==> config.mk <==
export PLATFORM = sky130hd
export DESIGN_NAME = sd_spi_command_engine_core
export DESIGN_NICKNAME = d
export VERILOG_FILES = /design/src/hw/rtl/sdspi_pkg.sv /design/src/hw/rtl/sdspi_in_reg.sv /design/src/hw/rtl/sdspi_ctrl.sv /design/src/hw/rtl/sdspi_out_reg.sv /design/src/hw/rtl/sd_spi_command_engine_core.sv
export SDC_FILE = /design/constraint.sdc
export NUM_CORES = 1
export LEC_CHECK = 0
export ABC_CLOCK_PERIOD_IN_PS = 4100
export BUFFER_PORTS_ARGS = -buffer_cell sky130_fd_sc_hd__buf_2
export CORE_MARGIN = 4
export CORE_UTILIZATION = 30
export DETAILED_ROUTE_END_ITERATION = 6
export PLACE_DENSITY_LB_ADDON = 0.25
export SLEW_MARGIN = 20
export SYNTH_ARGS = -nofsm -noshare
export SYNTH_HDL_FRONTEND = slang
export SYNTH_SLANG_ARGS = --single-unit
==> constraint.sdc <==
create_clock -name clk -period 4.1 [get_ports clk]
set_input_delay 0.205 -clock clk [delete_from_list [all_inputs] [get_ports clk]]
set_output_delay 0.205 -clock clk [all_outputs]
set_load 0.1 [all_outputs]
==> src/hw/rtl/sdspi_pkg.sv <==
// Shared types, codes and the CRC7 function of the SD SPI command engine.
package sdspi_pkg;

  localparam int IN_DATA_W  = 48;
  localparam int OUT_DATA_W = 24;

  // Input selector codes carried in tuser.
  localparam logic OP_START = 1'b0;
  localparam logic OP_RX    = 1'b1;

  // Result kinds carried in tuser.
  localparam logic KIND_SEND   = 1'b0;
  localparam logic KIND_STATUS = 1'b1;

  // Status codes.
  localparam logic [1:0] ST_OK      = 2'd0;
  localparam logic [1:0] ST_ERROR   = 2'd1;
  localparam logic [1:0] ST_NO_RESP = 2'd2;

  // Frame position codes: 0..5 are frame bytes, 6 is the first poll, 7 is polling.
  localparam logic [2:0] PH_CMD       = 3'd0;
  localparam logic [2:0] PH_ARG3      = 3'd1;
  localparam logic [2:0] PH_ARG2      = 3'd2;
  localparam logic [2:0] PH_ARG1      = 3'd3;
  localparam logic [2:0] PH_ARG0      = 3'd4;
  localparam logic [2:0] PH_CRC       = 3'd5;
  localparam logic [2:0] PH_POLL_INIT = 3'd6;
  localparam logic [2:0] PH_POLL      = 3'd7;

  localparam logic [7:0] DUMMY_BYTE      = 8'hFF;
  localparam logic [7:0] POLL_LIMIT_RST  = 8'd9;
  localparam logic [6:0] CRC7_POLY       = 7'h09;
  localparam logic [1:0] CMD_START_BITS  = 2'b01;

  typedef struct packed {
    logic        op;
    logic [5:0]  cmd_index;
    logic [31:0] argument;
    logic [7:0]  rx_byte;
  } in_item_t;

  typedef struct packed {
    logic       kind;
    logic [7:0] tx_byte;
    logic [7:0] r1_value;
    logic [1:0] status_code;
  } out_item_t;

  // Bit-serial CRC7 over the 40 command bits, unrolled into an XOR network.
  function automatic logic [6:0] crc7(input logic [5:0] cmd, input logic [31:0] arg);
    logic [39:0] bits;
    logic [6:0]  crc;
    logic        fb;
    bits = {CMD_START_BITS, cmd, arg};
    crc  = '0;
    for (int i = 39; i >= 0; i--) begin
      fb  = crc[6] ^ bits[i];
      crc = {crc[5:0], 1'b0};
      if (fb) begin
        crc = crc ^ CRC7_POLY;
      end
    end
    return crc;
  endfunction

endpackage

==> src/hw/rtl/sdspi_in_reg.sv <==
// Input register stage of the SD SPI command engine.
module sdspi_in_reg (
  input  logic              clk,
  input  logic              rst,
  input  logic              in_valid,
  output logic              in_ready,
  input  sdspi_pkg::in_item_t in_item,
  input  logic              advance,
  output logic              q_valid,
  output sdspi_pkg::in_item_t q_item
);
  import sdspi_pkg::*;

  logic take;

  // The register can load whenever it is empty or its item moves on this cycle.
  assign in_ready = !q_valid || advance;
  assign take     = in_valid && in_ready;

  always_ff @(posedge clk) begin
    if (rst) begin
      q_valid <= 1'b0;
    end else if (take) begin
      q_valid <= 1'b1;
    end else if (advance) begin
      q_valid <= 1'b0;
    end
  end

  always_ff @(posedge clk) begin
    if (take) begin
      q_item <= in_item;
    end
  end

endmodule

==> src/hw/rtl/sdspi_ctrl.sv <==
// Command sequencer: CRC, frame byte selection, R1 polling and the poll limit register.
module sdspi_ctrl (
  input  logic                clk,
  input  logic                rst,
  input  logic                cfg_valid,
  output logic                cfg_ready,
  input  logic [7:0]          cfg_data,
  input  logic                advance,
  input  sdspi_pkg::in_item_t q_item,
  output logic                res_valid,
  output sdspi_pkg::out_item_t res_item
);
  import sdspi_pkg::*;

  logic        busy, busy_next;
  logic [2:0]  phase, phase_next;
  logic [7:0]  poll_count, poll_count_next;
  logic [7:0]  poll_limit;
  logic [5:0]  held_command;
  logic [31:0] held_argument;
  logic [6:0]  held_crc;
  logic        load;
  logic [7:0]  frame_byte;

  assign cfg_ready = 1'b1;

  always_ff @(posedge clk) begin
    if (rst) begin
      poll_limit <= POLL_LIMIT_RST;
    end else if (cfg_valid) begin
      poll_limit <= cfg_data;
    end
  end

  always_comb begin
    unique case (phase)
      PH_CMD:  frame_byte = {2'b01, held_command};
      PH_ARG3: frame_byte = held_argument[31:24];
      PH_ARG2: frame_byte = held_argument[23:16];
      PH_ARG1: frame_byte = held_argument[15:8];
      PH_ARG0: frame_byte = held_argument[7:0];
      default: frame_byte = {held_crc, 1'b1};
    endcase
  end

  always_comb begin
    busy_next       = busy;
    phase_next      = phase;
    poll_count_next = poll_count;
    load            = 1'b0;
    res_valid       = 1'b0;
    res_item        = '{kind: KIND_SEND, tx_byte: DUMMY_BYTE, r1_value: 8'd0,
                        status_code: ST_OK};
    priority if (q_item.op == OP_START) begin
      load            = 1'b1;
      busy_next       = 1'b1;
      phase_next      = PH_CMD;
      poll_count_next = 8'd0;
      res_valid       = 1'b1;
    end else if (!busy) begin
      res_valid = 1'b0;
    end else if (phase <= PH_CRC) begin
      phase_next       = phase + 3'd1;
      res_valid        = 1'b1;
      res_item.tx_byte = frame_byte;
    end else if (phase == PH_POLL_INIT) begin
      phase_next      = PH_POLL;
      poll_count_next = 8'd1;
      res_valid       = 1'b1;
    end else if (!q_item.rx_byte[7]) begin
      // The card answered: bits 2 and 3 are illegal command and CRC error.
      busy_next  = 1'b0;
      phase_next = PH_CMD;
      res_valid  = 1'b1;
      res_item   = '{kind: KIND_STATUS, tx_byte: 8'd0, r1_value: q_item.rx_byte,
                     status_code: (q_item.rx_byte[3:2] != 2'b00) ? ST_ERROR : ST_OK};
    end else if (poll_count >= poll_limit) begin
      busy_next  = 1'b0;
      phase_next = PH_CMD;
      res_valid  = 1'b1;
      res_item   = '{kind: KIND_STATUS, tx_byte: 8'd0, r1_value: 8'd0,
                     status_code: ST_NO_RESP};
    end else begin
      poll_count_next = poll_count + 8'd1;
      res_valid       = 1'b1;
    end
  end

  always_ff @(posedge clk) begin
    if (rst) begin
      busy       <= 1'b0;
      phase      <= PH_CMD;
      poll_count <= 8'd0;
    end else if (advance) begin
      busy       <= busy_next;
      phase      <= phase_next;
      poll_count <= poll_count_next;
    end
  end

  always_ff @(posedge clk) begin
    if (advance && load) begin
      held_command  <= q_item.cmd_index;
      held_argument <= q_item.argument;
      held_crc      <= crc7(q_item.cmd_index, q_item.argument);
    end
  end

endmodule

==> src/hw/rtl/sdspi_out_reg.sv <==
// Result register stage of the SD SPI command engine.
module sdspi_out_reg (
  input  logic                 clk,
  input  logic                 rst,
  input  logic                 advance,
  input  logic                 res_valid,
  input  sdspi_pkg::out_item_t res_item,
  output logic                 out_free,
  output logic                 out_valid,
  input  logic                 out_ready,
  output sdspi_pkg::out_item_t out_item
);
  import sdspi_pkg::*;

  assign out_free = !out_valid || out_ready;

  always_ff @(posedge clk) begin
    if (rst) begin
      out_valid <= 1'b0;
    end else if (advance) begin
      out_valid <= res_valid;
    end else if (out_ready) begin
      out_valid <= 1'b0;
    end
  end

  always_ff @(posedge clk) begin
    if (advance && res_valid) begin
      out_item <= res_item;
    end
  end

endmodule

==> src/hw/rtl/sd_spi_command_engine_core.sv <==
// Top level of the SD card SPI-mode command engine.
//
// The input stream carries either a command start (tuser 0, with command index
// and argument) or a byte received from the card (tuser 1). For each accepted
// item the engine gives at most one result on the output stream: a byte to
// shift out (tuser 0) or the final status (tuser 1). A start sends a dummy
// 0xFF; each received byte then releases the next of the six frame bytes, the
// last one holding the CRC7, and afterwards the 0xFF polls until an R1 byte
// arrives or the poll limit runs out. A start while busy restarts the exchange.
// The cfg channel writes the poll limit; it is always ready. The user must write
// it only while the engine is idle; the block itself does not enforce this.
// An accepted item is registered in the input register and its result in the
// result register; one item is taken per cycle while the receiver does not stall.
// When the receiver stalls, the result register holds and one more item waits
// in the input register before s_axis_tready drops. Reset empties both
// registers, makes the engine idle and sets the poll limit to 9.
module sd_spi_command_engine_core (
  input  logic        clk,
  input  logic        rst,
  input  logic        s_axis_tvalid,
  output logic        s_axis_tready,
  // tdata: cmd_index[5:0], argument[37:6], rx_byte[45:38], zero fill.
  input  logic [sdspi_pkg::IN_DATA_W-1:0] s_axis_tdata,
  // tuser: op.
  input  logic        s_axis_tuser,
  output logic        m_axis_tvalid,
  input  logic        m_axis_tready,
  // tdata: tx_byte[7:0], r1_value[15:8], status_code[17:16], zero fill.
  output logic [sdspi_pkg::OUT_DATA_W-1:0] m_axis_tdata,
  // tuser: kind.
  output logic        m_axis_tuser,
  input  logic        cfg_valid,
  output logic        cfg_ready,
  input  logic [7:0]  cfg_data
);
  import sdspi_pkg::*;

  in_item_t  in_item;
  in_item_t  q_item;
  out_item_t res_item;
  out_item_t out_item;
  logic      q_valid;
  logic      advance;
  logic      out_free;
  logic      res_valid;

  assign in_item = '{op: s_axis_tuser, cmd_index: s_axis_tdata[5:0],
                     argument: s_axis_tdata[37:6], rx_byte: s_axis_tdata[45:38]};

  assign advance = q_valid && out_free;

  sdspi_in_reg u_in_reg (
    .clk      (clk),
    .rst      (rst),
    .in_valid (s_axis_tvalid),
    .in_ready (s_axis_tready),
    .in_item  (in_item),
    .advance  (advance),
    .q_valid  (q_valid),
    .q_item   (q_item)
  );

  sdspi_ctrl u_ctrl (
    .clk       (clk),
    .rst       (rst),
    .cfg_valid (cfg_valid),
    .cfg_ready (cfg_ready),
    .cfg_data  (cfg_data),
    .advance   (advance),
    .q_item    (q_item),
    .res_valid (res_valid),
    .res_item  (res_item)
  );

  sdspi_out_reg u_out_reg (
    .clk       (clk),
    .rst       (rst),
    .advance   (advance),
    .res_valid (res_valid),
    .res_item  (res_item),
    .out_free  (out_free),
    .out_valid (m_axis_tvalid),
    .out_ready (m_axis_tready),
    .out_item  (out_item)
  );

  assign m_axis_tuser = out_item.kind;
  assign m_axis_tdata = {6'd0, out_item.status_code, out_item.r1_value, out_item.tx_byte};

endmodule

==> impl_metrics.env, run 1 <==
export IMPL_num_vias=3486
export IMPL_post_cts_buffers=0
export IMPL_fp_row_count=50
export IMPL_max_freq_ghz=0.373
export IMPL_drt_first_pass_iters=4
export IMPL_status="finished clean"
export IMPL_grt_pass1_wl_mm=19.1
export IMPL_crit_chain="inv_1, ha_1, nor2_1, nor2_1, nor3_1, a221o_1, a211oi_1, o21ai_0"
export IMPL_synth_warnings=0
export IMPL_ant_nets=0
export IMPL_cp_max_fo=17
export IMPL_h_tree_depth=4
export IMPL_synthFlopType="edfxtp_1"
export IMPL_ctsHoldBuffers=48
export IMPL_track_usage_pct=11.5
export IMPL_syn_mean_instance_area_um2=14.0
export IMPL_yosysSeqAreaShare_pct=65.4
export IMPL_finClkSkew_ns=0.0101
export IMPL_nets=621
export IMPL_layout_commonest_cell="edfxtp_1"
export IMPL_overflow=0
export IMPL_clk_latency_ns=0.41
export IMPL_placed_area_um2=6350
export IMPL_period_share_pct=65.4
export IMPL_min_path_type="input port to flip-flop"
export IMPL_worstReg2RegStart="u_ctrl.phase[0]"
export IMPL_antenna_found_initial=0
export IMPL_core_um2=18700
export IMPL_r2r_end="u_out_reg.out_item[12]"
export IMPL_grt_max_degree=48
export IMPL_clock_sinks=132
export IMPL_clkSlewWorstSetupHoldPaths_ns=0.06
export IMPL_min_delay_start="cfg_data[0]"
export IMPL_tightest_slew_ns=1.02
export IMPL_min_to="u_ctrl.poll_limit[0]"
export IMPL_async_flop_share_pct=0
export IMPL_r2r_cells=8
export IMPL_maxCapViolCount=0
export IMPL_cpPeakStageDelay_ns=0.78
export IMPL_synth_largest_area_cell="edfxtp_1"
export IMPL_ir_drop_uv=304
export IMPL_via_per_inst=4.41
export IMPL_power_density_nw_per_um2=521
export IMPL_root_buffer="clkbuf_16"
export IMPL_routed_wl_mm=11.7
export IMPL_grt_pass1_vias=3649
export IMPL_reg2reg_slack_ns=1.42
export IMPL_drc=0
export IMPL_cp_slowest_cell="nor3_1"
export IMPL_synth_area_um2=5720
export IMPL_layout_min_cycle_time_ns=2.68
export IMPL_synth_top_cells_by_area="edfxtp_1 (58%), xnor2_1 (8.1%), dfxtp_1 (7.7%)"
export IMPL_leakagePower_nw=2.74
export IMPL_setup_slack_ns=1.42
export IMPL_drt_initial_drc_count=258
export IMPL_die_area_um2=21400
export IMPL_cts_buffers=17
export IMPL_ys_ff_latch=132
export IMPL_nFillCells=1759
export IMPL_worstPathArrival_ns=2.92
export IMPL_fin_setup_tns_ns=0
export IMPL_criticalPathCategory="flip-flop to flip-flop"
export IMPL_cts_resized=0
export IMPL_port_buffer_count=79
export IMPL_post_place_ws_ns=1.47
export IMPL_io_pins=90
export IMPL_dp_hpwl_mm=8.34
export IMPL_hold_depth=3
export IMPL_hold_viol_final=0
export IMPL_startpoint_type="flip-flop"
export IMPL_synth_cell_types=44
export IMPL_path_common_cell="nor2_1"
export IMPL_layout_drive_gt1_share_pct=21.4
export IMPL_syn2layout_area_growth_pct=29.7
export IMPL_yosys_area_top_type_share_pct=57.7
export IMPL_initial_core_util_pct=30.6
export IMPL_die_h_um=146
export IMPL_clockBufferDepth=2
export IMPL_syn_inst=409
export IMPL_final_cell_mix="edfxtp_1 (110), buf_2 (79), xnor2_1 (53), dlygate4sd3_1 (48), nor2_1 (28)"
export IMPL_setup_viol=0
export IMPL_diodes=0
export IMPL_final_area_um2=7420
export IMPL_max_slew_margin_rel_pct=31.7
export IMPL_critPathRequiredTime_ns=4.34
export IMPL_rsz0062_at_grt="no"
export IMPL_avgRoutedWirePerCell_um=14.8
export IMPL_synth_edf_count=110
export IMPL_dp_cells=712
export IMPL_cts_tree="built"
export IMPL_die_x_um=146
export IMPL_fin_cells=791
export IMPL_report_final_slew_viol_count=0
export IMPL_place_congestion=0.754
export IMPL_critPathCaptureType="flip-flop"
## worst max-delay path: cells and delay by family (launching register included)
kind | cells | cell delay (ns)
simple gates | 3 | 1.00
compound gates | 3 | 0.52
fa+ha+maj | 1 | 0.45
flops | 1 | 0.42
buf+inv | 1 | 0.13
## worst max path at each step
stage	from	end	cells past startpoint
6_report	u_ctrl.phase[0]	u_out_reg.out_item[12]	8
3_3_place_gp	u_ctrl.poll_count[0]	u_ctrl.phase[1]	10
5_1_grt	u_ctrl.poll_count[0]	u_out_reg.out_item[15]	9
3_5_place_dp	u_ctrl.poll_count[0]	u_out_reg.out_item[15]	9
4_1_cts	u_ctrl.phase[0]	u_out_reg.out_item[15]	8
2_1_floorplan	u_out_reg.out_valid	u_in_reg.q_item[0]	2
## area by class of cell
| type | instances | area, um^2 | share of cell area (%) |
|---|---|---|---|
| clock buffer | 17 | 425 | 5.73 |
| sequential | 132 | 3740 | 50.4 |
| timing repair buffer | 129 | 891 | 12.0 |
| multi-input combinational | 247 | 1840 | 24.8 |
| tap | 234 | 293 | 3.94 |
| inverter | 18 | 67.6 | 0.910 |
| clock inverter | 14 | 163 | 2.19 |
## state kept, by name, summed over array words and instances (netlist names)
name and count:
u_out_reg.out_valid 1, u_ctrl.busy 1, u_ctrl.held_crc 7, u_ctrl.poll_limit 8, u_ctrl.phase 3, u_ctrl.held_argument 32, u_ctrl.held_command 6, u_in_reg.q_item 47
u_ctrl.poll_count 8, u_in_reg.q_valid 1, u_out_reg.out_item 18
## through the flow
stage          util [%]  power, mW  hold WS [ns]
5_1_grt            39.7       4.05        0.0254
6_report           39.7       3.87        0.0272
2_1_floorplan         -       2.23         0.274
3_3_place_gp       34.0       2.35         0.381
4_1_cts            39.7       3.92       0.00930
3_5_place_dp       34.0       2.36         0.383
## power breakdown
group,leakage [nW],internal [mW],total (mW),switching (mW)
logic,1.26,0.353,0.737,0.384
clock network,0.286,0.948,1.51,0.560
registers,1.20,1.58,1.62,0.0384
total,2.74,2.88,3.87,0.982
## per-layer routing
| metal | share of wire, % | up-vias | track usage (%) |
|---|---|---|---|
| met5 | 0 | - | 0 |
| met4 | 2.1 | 0 | 4.89 |
| met3 | 4.8 | 18 | 3.54 |
| met2 | 48 | 90 | 18.8 |
| met1 | 45 | 1628 | 14.2 |
| li1 | - | 1750 | - |
## cells in the mapped netlist (8+ instances only)
cell,n
edfxtp_1,110
ha_1,14
buf_4,8
mux2i_1,8
xor2_1,17
o21ai_0,12
and2_1,9
a21oi_1,12
xnor2_1,53
nand2_1,14
dfxtp_1,22
inv_1,17
nor2_1,28
nand3_1,8
clkbuf_1,8
## kinds of logic after synthesis
| group | synth area share, % |
|---|---|
| DFF | 65.4 |
| muxes | 1.79 |
| AOI/OAI and AO/OA | 8.28 |
| adders and majority gates | 3.06 |
| xor gates and xnor gates | 12.5 |
| other | 0.131 |
| buffers and inverters | 2.89 |
| and+or+nand+nor | 5.90 |
Power figures use the tool's default switching activity.
==> inputs of run 2 (changes only) <==
--- a/config.mk
+++ b/config.mk
@@ -5,7 +5,8 @@
 export SDC_FILE = /design/constraint.sdc
 export NUM_CORES = 1
 export LEC_CHECK = 0
-export ABC_CLOCK_PERIOD_IN_PS = 4100
+export ABC_AREA = 1
+export ABC_CLOCK_PERIOD_IN_PS = 2700
 export BUFFER_PORTS_ARGS = -buffer_cell sky130_fd_sc_hd__buf_2
 export CORE_MARGIN = 4
 export CORE_UTILIZATION = 30
==> constraint.sdc (replaced) <==
create_clock -name clk -period 2.7 [get_ports clk]
set_input_delay 0.135 -clock clk [delete_from_list [all_inputs] [get_ports clk]]
set_output_delay 0.135 -clock clk [all_outputs]
set_load 0.1 [all_outputs]
==> run 2 against run 1 <==
Critical path type unchanged. Die area is 11% higher. Core utilization grew 2.5 points. Largest power group unchanged. Fmax up 1.7%. Register-to-register slack got worse by 1.4 ns. Design area is 19% higher. Worst setup slack worse by 1.4 ns. Clock skew about the same. Critical path depth rose by 14. Clock power is 50% higher. Combinational power increased by 110%. Worst hold slack lost 0.011 ns. Highest routed layer unchanged.
==> impl_metrics.env, run 2 <==
export IMPL_antenna_found_initial=0
export IMPL_p_comb_share_pct=24.5
export IMPL_via_per_inst=4.33
export IMPL_synth_warnings=0
export IMPL_initial_core_util_pct=30.4
export IMPL_dr_max_layer_used="met4"
export IMPL_criticalPathCategory="flip-flop to flip-flop"
export IMPL_clkSlewWorstSetupHoldPaths_ns=0.06
export IMPL_track_usage_pct=12.3
export IMPL_io_pins=90
export IMPL_cts_tree="built"
export IMPL_synth_largest_area_cell="edfxtp_1"
export IMPL_crit_chain="nand2_1, nand2_1, nand2_1, nand2_2, nand2_2, inv_1, nor2_2, nand2_2, nand2_2, nand2_1, nand2_2, nand2_1, nand2_2, nand3_4, nand3b_1, nand2_2, nand2_4, nand2_4, nand2_4, nand2_2, nand2_1, nand2_1"
export IMPL_rsz0062_at_grt="yes"
export IMPL_grt_pass1_wl_mm=22.9
export IMPL_layout_drive_gt1_share_pct=33.2
export IMPL_clockBufferDepth=2
export IMPL_maxCapViolCount=0
export IMPL_syn_inst=664
export IMPL_crit_family="simple AND/OR/NAND/NOR gates"
export IMPL_r2r_end="u_ctrl.held_crc[3]"
export IMPL_die_h_um=154
export IMPL_grt_pass1_vias=4613
export IMPL_clk_latency_ns=0.42
export IMPL_async_flop_share_pct=0
export IMPL_crit_cells=22
export IMPL_place_congestion=0.787
export IMPL_num_vias=4843
export IMPL_ant_nets=0
export IMPL_p_int_mw=4.31
export IMPL_fin_setup_tns_ns=0
export IMPL_core_um2=21000
export IMPL_power_density_nw_per_um2=701
export IMPL_synth_area_um2=6370
export IMPL_drt_met1_wl_mm=6.78
export IMPL_die_area_um2=23600
export IMPL_swShare_pct=30.3
export IMPL_critPathRequiredTime_ns=2.87
export IMPL_nFillCells=2034
export IMPL_synth_cell_types=37
export IMPL_ys_ff_latch=132
export IMPL_total_power_mw=6.19
export IMPL_worstReg2RegStart="u_in_reg.q_item[42]"
export IMPL_max_slew_margin_rel_pct=49.8
export IMPL_syn2layout_area_growth_pct=38.7
export IMPL_synth_edf_count=110
export IMPL_drt_initial_drc_count=262
export IMPL_report_final_slew_viol_count=0
export IMPL_leakagePower_nw=3.84
export IMPL_root_buffer="clkbuf_16"
export IMPL_hold_viol_final=0
export IMPL_max_freq_ghz=0.380
export IMPL_min_delay_start="m_axis_tready"
export IMPL_clock_sinks=132
export IMPL_min_path_type="input port to flip-flop"
export IMPL_cts_buffers=17
export IMPL_final_area_um2=8840
export IMPL_switching_power_mw=1.88
export IMPL_dp_hpwl_mm=10.1
export IMPL_syn_mean_instance_area_um2=9.60
export IMPL_nets=906
export IMPL_seq_area_um2=3740
export IMPL_status="finished clean"
export IMPL_min_to="u_in_reg.q_valid"
export IMPL_port_buffer_count=79
export IMPL_cpPeakStageDelay_ns=0.49
export IMPL_cp_slowest_cell="edfxtp_1"
export IMPL_hold_ws_ns=0.0165
export IMPL_reg2reg_slack_ns=0.07
export IMPL_finClkSkew_ns=0.0102
export IMPL_fp_row_count=53
export IMPL_startpoint_type="flip-flop"
export IMPL_die_x_um=154
export IMPL_clkPwrFrac_pct=36.5
export IMPL_drc=0
export IMPL_crit_buf_inv=1
export IMPL_synthFlopType="edfxtp_1"
export IMPL_ir_drop_uv=439
export IMPL_synth_top_cells_by_area="edfxtp_1 (52%), nand2_1 (11%), dfxtp_1 (6.9%)"
export IMPL_critPathCaptureType="flip-flop"
export IMPL_synth_common_cells="nand2_1 (189), edfxtp_1 (110), inv_1 (85)"
export IMPL_cp_max_fo=4
export IMPL_grt_max_degree=47
export IMPL_avgRoutedWirePerCell_um=13.1
export IMPL_path_common_cell="nand2_2"
export IMPL_routed_wl_mm=14.7
export IMPL_wl_met2_mm=7.17
export IMPL_top_regs="u_in_reg.q_item: 47 flops, u_ctrl.held_argument: 32 flops, u_out_reg.out_item: 18 flops"
export IMPL_met3_length_um=538
export IMPL_h_tree_depth=4
export IMPL_yosysSeqAreaShare_pct=58.8
export IMPL_r2r_cells=22
export IMPL_setup_viol=0
export IMPL_tightest_slew_ns=0.753
export IMPL_regMostFlops="u_in_reg.q_item"
export IMPL_overflow=0
export IMPL_multi_input_area_um2=2670
export IMPL_worstPathArrival_ns=2.81
export IMPL_hold_depth=4
export IMPL_seq_power_share_pct=39.0
export IMPL_layout_commonest_cell="nand2_1"
export IMPL_placed_area_um2=7130
export IMPL_diodes=0
export IMPL_layout_min_cycle_time_ns=2.63
export IMPL_largest_reg_flops=47
export IMPL_period_share_pct=97.6
export IMPL_yosys_area_top_type_share_pct=51.8
export IMPL_drt_first_pass_iters=4
export IMPL_synth_most_common_cell="nand2_1"
export IMPL_final_cell_mix="nand2_1 (121), edfxtp_1 (110), buf_2 (79), nand2_2 (77), inv_1 (76)"
==> run 2: cell count changes after synthesis, moves of 10 or more <==
cell,change
a21oi_1,+14
inv_1,+68
inv_2,+10
nand2_1,+175
nand2_2,+35
nand3_1,+38
xnor2_1,-47
xor2_1,-10
==> run 2: power groups by stage <==
stage / sequential, mW / clock (mW) / combinational, mW
2_1_floorplan: 2.46 / 0 / 0.876
3_3_place_gp: 2.46 / 0 / 1.11
3_5_place_dp: 2.46 / 0 / 1.13
4_1_cts: 2.41 / 2.31 / 1.20
5_1_grt: 2.43 / 2.41 / 1.69
6_report: 2.42 / 2.26 / 1.52
==> run 2: final cells by class <==
cell class | count | share of cell area [%]
clock buffers | 26 | 6.22
multi-input cells | 427 | 30.2
clock inverters | 6 | 0.396
inverters | 97 | 4.15
well taps | 275 | 3.89
flip-flops and latches | 132 | 42.4
repair buffers | 155 | 12.7
==> run 2: worst min-delay path, delay by kind of cell <==
family,cells,cell delay [ns]
buffers and inverters,2,0.13
and+or+nand+nor,1,0.07
AOI/OAI and AO/OA,1,0.06
==> run 2: metal layers <==
metal	global-route usage, %	vias up
met5	0	-
met4	4.29	0
met3	2.98	13
met2	20.2	97
met1	15.9	2192
li1	-	2541
==> run 2: worst max path at each step <==
stage	from	to	slack, ns
after global routing	u_in_reg.q_item[42]	u_ctrl.held_crc[3]	-0.16
after detailed placement	u_in_reg.q_item[45]	u_ctrl.held_crc[3]	0.07
after floorplan	u_out_reg.out_valid	u_ctrl.poll_count[5]	0.05
final	u_in_reg.q_item[42]	u_ctrl.held_crc[3]	0.07
after global placement	u_in_reg.q_item[44]	u_ctrl.held_crc[3]	0.09
after CTS	u_in_reg.q_item[44]	u_ctrl.held_crc[4]	0.02
==> run 2: repair_timing <==
item,CTS,global route
setup endpoints to repair,0,7
endpoints found under the hold margin,59,0
resized for setup,0,132
setup buffers,0,9
hold buffers,59,0
==> run 2: through the flow <==
stage / setup slack (ns) / util (%) / std cells
finish: 0.0657 / 42.2 / 1118
global route: -0.156 / 42.2 / 1118
CTS: 0.0208 / 39.6 / 1109
detailed placement: 0.0668 / 34.0 / 1018
global placement: 0.0902 / 34.0 / 1018
floorplan: 0.0496 / - / 670
==> run 2: logic make-up (layout without fill, tap and decap cells) <==
logic type,after synthesis,after routing,synth area share [%]
adders and majority gates,14,14,2.75
DFF,132,132,58.8
xor gates and xnor gates,15,15,2.30
other,2,8,0.118
AOI/OAI and AO/OA,74,74,7.25
buffers and inverters,111,284,7.01
and+or+nand+nor,316,316,21.8
==> inputs of run 3 (changes only) <==
--- a/config.mk
+++ b/config.mk
@@ -7,10 +7,10 @@
 export LEC_CHECK = 0
 export ABC_AREA = 1
 export ABC_CLOCK_PERIOD_IN_PS = 2700
-export BUFFER_PORTS_ARGS = -buffer_cell sky130_fd_sc_hd__buf_2
 export CORE_MARGIN = 4
 export CORE_UTILIZATION = 30
 export DETAILED_ROUTE_END_ITERATION = 6
+export DONT_BUFFER_PORTS = 1
 export PLACE_DENSITY_LB_ADDON = 0.25
 export SLEW_MARGIN = 20
 export SYNTH_ARGS = -nofsm -noshare
==> run 3 against run 2 <==
Global-route usage decreased by 0.33 points. Sequential power barely moved. Register-to-register slack improved by 0.06 ns. Flip-flop and latch count did not move. Clock skew is 0.0027 ns lower. Worst hold slack gained 0.0069 ns. Sequential share of layout area up 2.6 points. Critical endpoint unchanged. Largest cell class unchanged.
==> impl_metrics.env, run 3 (synthesis results as in run 2) <==
export IMPL_wl_met2_mm=6.66
export IMPL_via_per_inst=4.40
export IMPL_layout_min_cycle_time_ns=2.58
export IMPL_clkPwrFrac_pct=38.0
export IMPL_fp_row_count=53
export IMPL_status="finished clean"
export IMPL_port_buffer_count=0
export IMPL_drt_first_pass_iters=4
export IMPL_nets=824
export IMPL_ir_drop_uv=416
export IMPL_worstPathArrival_ns=2.75
export IMPL_swShare_pct=30.1
export IMPL_p_int_mw=4.33
export IMPL_max_freq_ghz=0.388
export IMPL_critPathRequiredTime_ns=2.87
export IMPL_dr_max_layer_used="met4"
export IMPL_hold_viol_final=0
export IMPL_critPathCaptureType="flip-flop"
export IMPL_power_density_nw_per_um2=743
export IMPL_drt_initial_drc_count=206
export IMPL_num_vias=4561
export IMPL_die_area_um2=23600
export IMPL_switching_power_mw=1.87
export IMPL_leakagePower_nw=3.45
export IMPL_layout_commonest_cell="nand2_1"
export IMPL_cp_max_fo=5
export IMPL_h_tree_depth=4
export IMPL_final_area_um2=8330
export IMPL_layout_drive_gt1_share_pct=24.6
export IMPL_track_usage_pct=12.0
export IMPL_regMostFlops="u_in_reg.q_item"
export IMPL_rsz0062_at_grt="yes"
export IMPL_root_buffer="clkbuf_16"
export IMPL_overflow=0
export IMPL_startpoint="u_in_reg.q_item[42]"
export IMPL_core_um2=21000
export IMPL_seq_power_share_pct=39.4
export IMPL_maxCapViolCount=0
export IMPL_largest_reg_flops=47
export IMPL_syn2layout_area_growth_pct=30.8
export IMPL_grt_max_degree=48
export IMPL_report_final_slew_viol_count=0
export IMPL_p_comb_share_pct=22.6
export IMPL_worstReg2RegStart="u_in_reg.q_item[42]"
export IMPL_fin_setup_tns_ns=0
export IMPL_diodes=0
export IMPL_drt_met1_wl_mm=6.44
export IMPL_grt_pass1_wl_mm=22.2
export IMPL_top_regs="u_in_reg.q_item: 47 flops, u_ctrl.held_argument: 32 flops, u_out_reg.out_item: 18 flops"
export IMPL_io_pins=90
export IMPL_clk_latency_ns=0.42
export IMPL_die_x_um=154
export IMPL_setup_viol=0
export IMPL_avgRoutedWirePerCell_um=13.3
export IMPL_clkSlewWorstSetupHoldPaths_ns=0.06
export IMPL_startpoint_type="flip-flop"
export IMPL_dp_hpwl_mm=9.99
export IMPL_antenna_found_initial=0
export IMPL_cts_buffers=17
export IMPL_drc=0
export IMPL_die_h_um=154
export IMPL_max_slew_margin_rel_pct=36.1
export IMPL_final_cell_mix="nand2_1 (126), edfxtp_1 (110), nand2_2 (82), inv_1 (79), dlygate4sd3_1 (59)"
export IMPL_cts_tree="built"
export IMPL_period_share_pct=95.4
export IMPL_clockBufferDepth=2
export IMPL_min_path_type="input port to flip-flop"
export IMPL_clock_sinks=132
export IMPL_routed_wl_mm=13.8
export IMPL_initial_core_util_pct=30.4
export IMPL_tightest_slew_ns=0.960
export IMPL_ant_nets=0
export IMPL_criticalPathCategory="flip-flop to flip-flop"
export IMPL_grt_pass1_vias=4346
export IMPL_placed_area_um2=6750
export IMPL_met3_length_um=547
export IMPL_min_delay_start="rst"
export IMPL_place_congestion=0.792
export IMPL_finClkSkew_ns=0.00756
==> run 3: cell type report <==
class | count | area [um^2]
Clock buffer | 17 | 425
Clock inverter | 15 | 183
Fill cell | 2088 | 12600
Inverter | 97 | 369
Multi-Input combinational cell | 427 | 2570
Sequential cell | 132 | 3740
Tap cell | 275 | 344
Timing Repair Buffer | 73 | 696
==> run 3: per-layer routing <==
metal / global-route usage, % / up-vias
met5: 0 / -
li1: - / 2372
met2: 19.6 / 93
met4: 3.78 / 0
met3: 3.18 / 9
met1: 15.5 / 2087
==> run 3: power groups by stage <==
stage / registers [mW] / logic [mW] / clock network (mW)
2_1_floorplan: 2.46 / 0.876 / 0
3_3_place_gp: 2.48 / 1.05 / 0
3_5_place_dp: 2.48 / 1.05 / 0
4_1_cts: 2.44 / 1.13 / 2.42
5_1_grt: 2.45 / 1.57 / 2.52
6_report: 2.44 / 1.40 / 2.35
==> run 3: repair_timing <==
action,CTS,global route
resized for setup,0,106
setup buffers,0,4
endpoints found under the hold margin,59,0
endpoints found under the setup margin,0,7
hold buffers,59,0
==> run 3: final timing paths <==
path | slack (ns) | depth (start not counted) | endpoint
max | 0.12 | 26 | u_ctrl.held_crc[3]
min | 0.02 | 2 | u_ctrl.poll_limit[0]
max reg2reg | 0.12 | 26 | u_ctrl.held_crc[3]
min reg2reg | 0.46 | 2 | u_ctrl.poll_limit[6]
==> run 3: through the flow <==
step,std cells,utilization (%),power (mW),hold slack [ns],setup slack [ns]
2_1_floorplan,670,-,3.33,0.197,0.0496
3_3_place_gp,941,32.2,3.53,0.200,0.0816
3_5_place_dp,941,32.2,3.54,0.202,0.0472
4_1_cts,1032,37.9,5.99,0.0240,0.0356
5_1_grt,1036,39.8,6.54,0.0495,-0.121
6_report,1036,39.8,6.19,0.0234,0.125
==> run 3: critical path, stage by stage (launching register included) <==
cell and delay (ns):
edfxtp_1 0.47, inv_1 0.08, nand2_1 0.06, nand2_1 0.06, nand2_1 0.05, nand2_2 0.14, inv_2 0.08, nand2_2 0.09
nand2_2 0.07, nand2_2 0.06, nand2_2 0.07, inv_2 0.05, nand2_2 0.06, nand2_4 0.09, nand2_2 0.06, nand2_2 0.10
nand2_1 0.07, nand2_2 0.09, nand2_2 0.07, nand2_4 0.09, inv_4 0.05, nand2_4 0.07, nand2_4 0.06, nand2_4 0.07
nand2_2 0.05, nand2_1 0.05, nand2_1 0.04
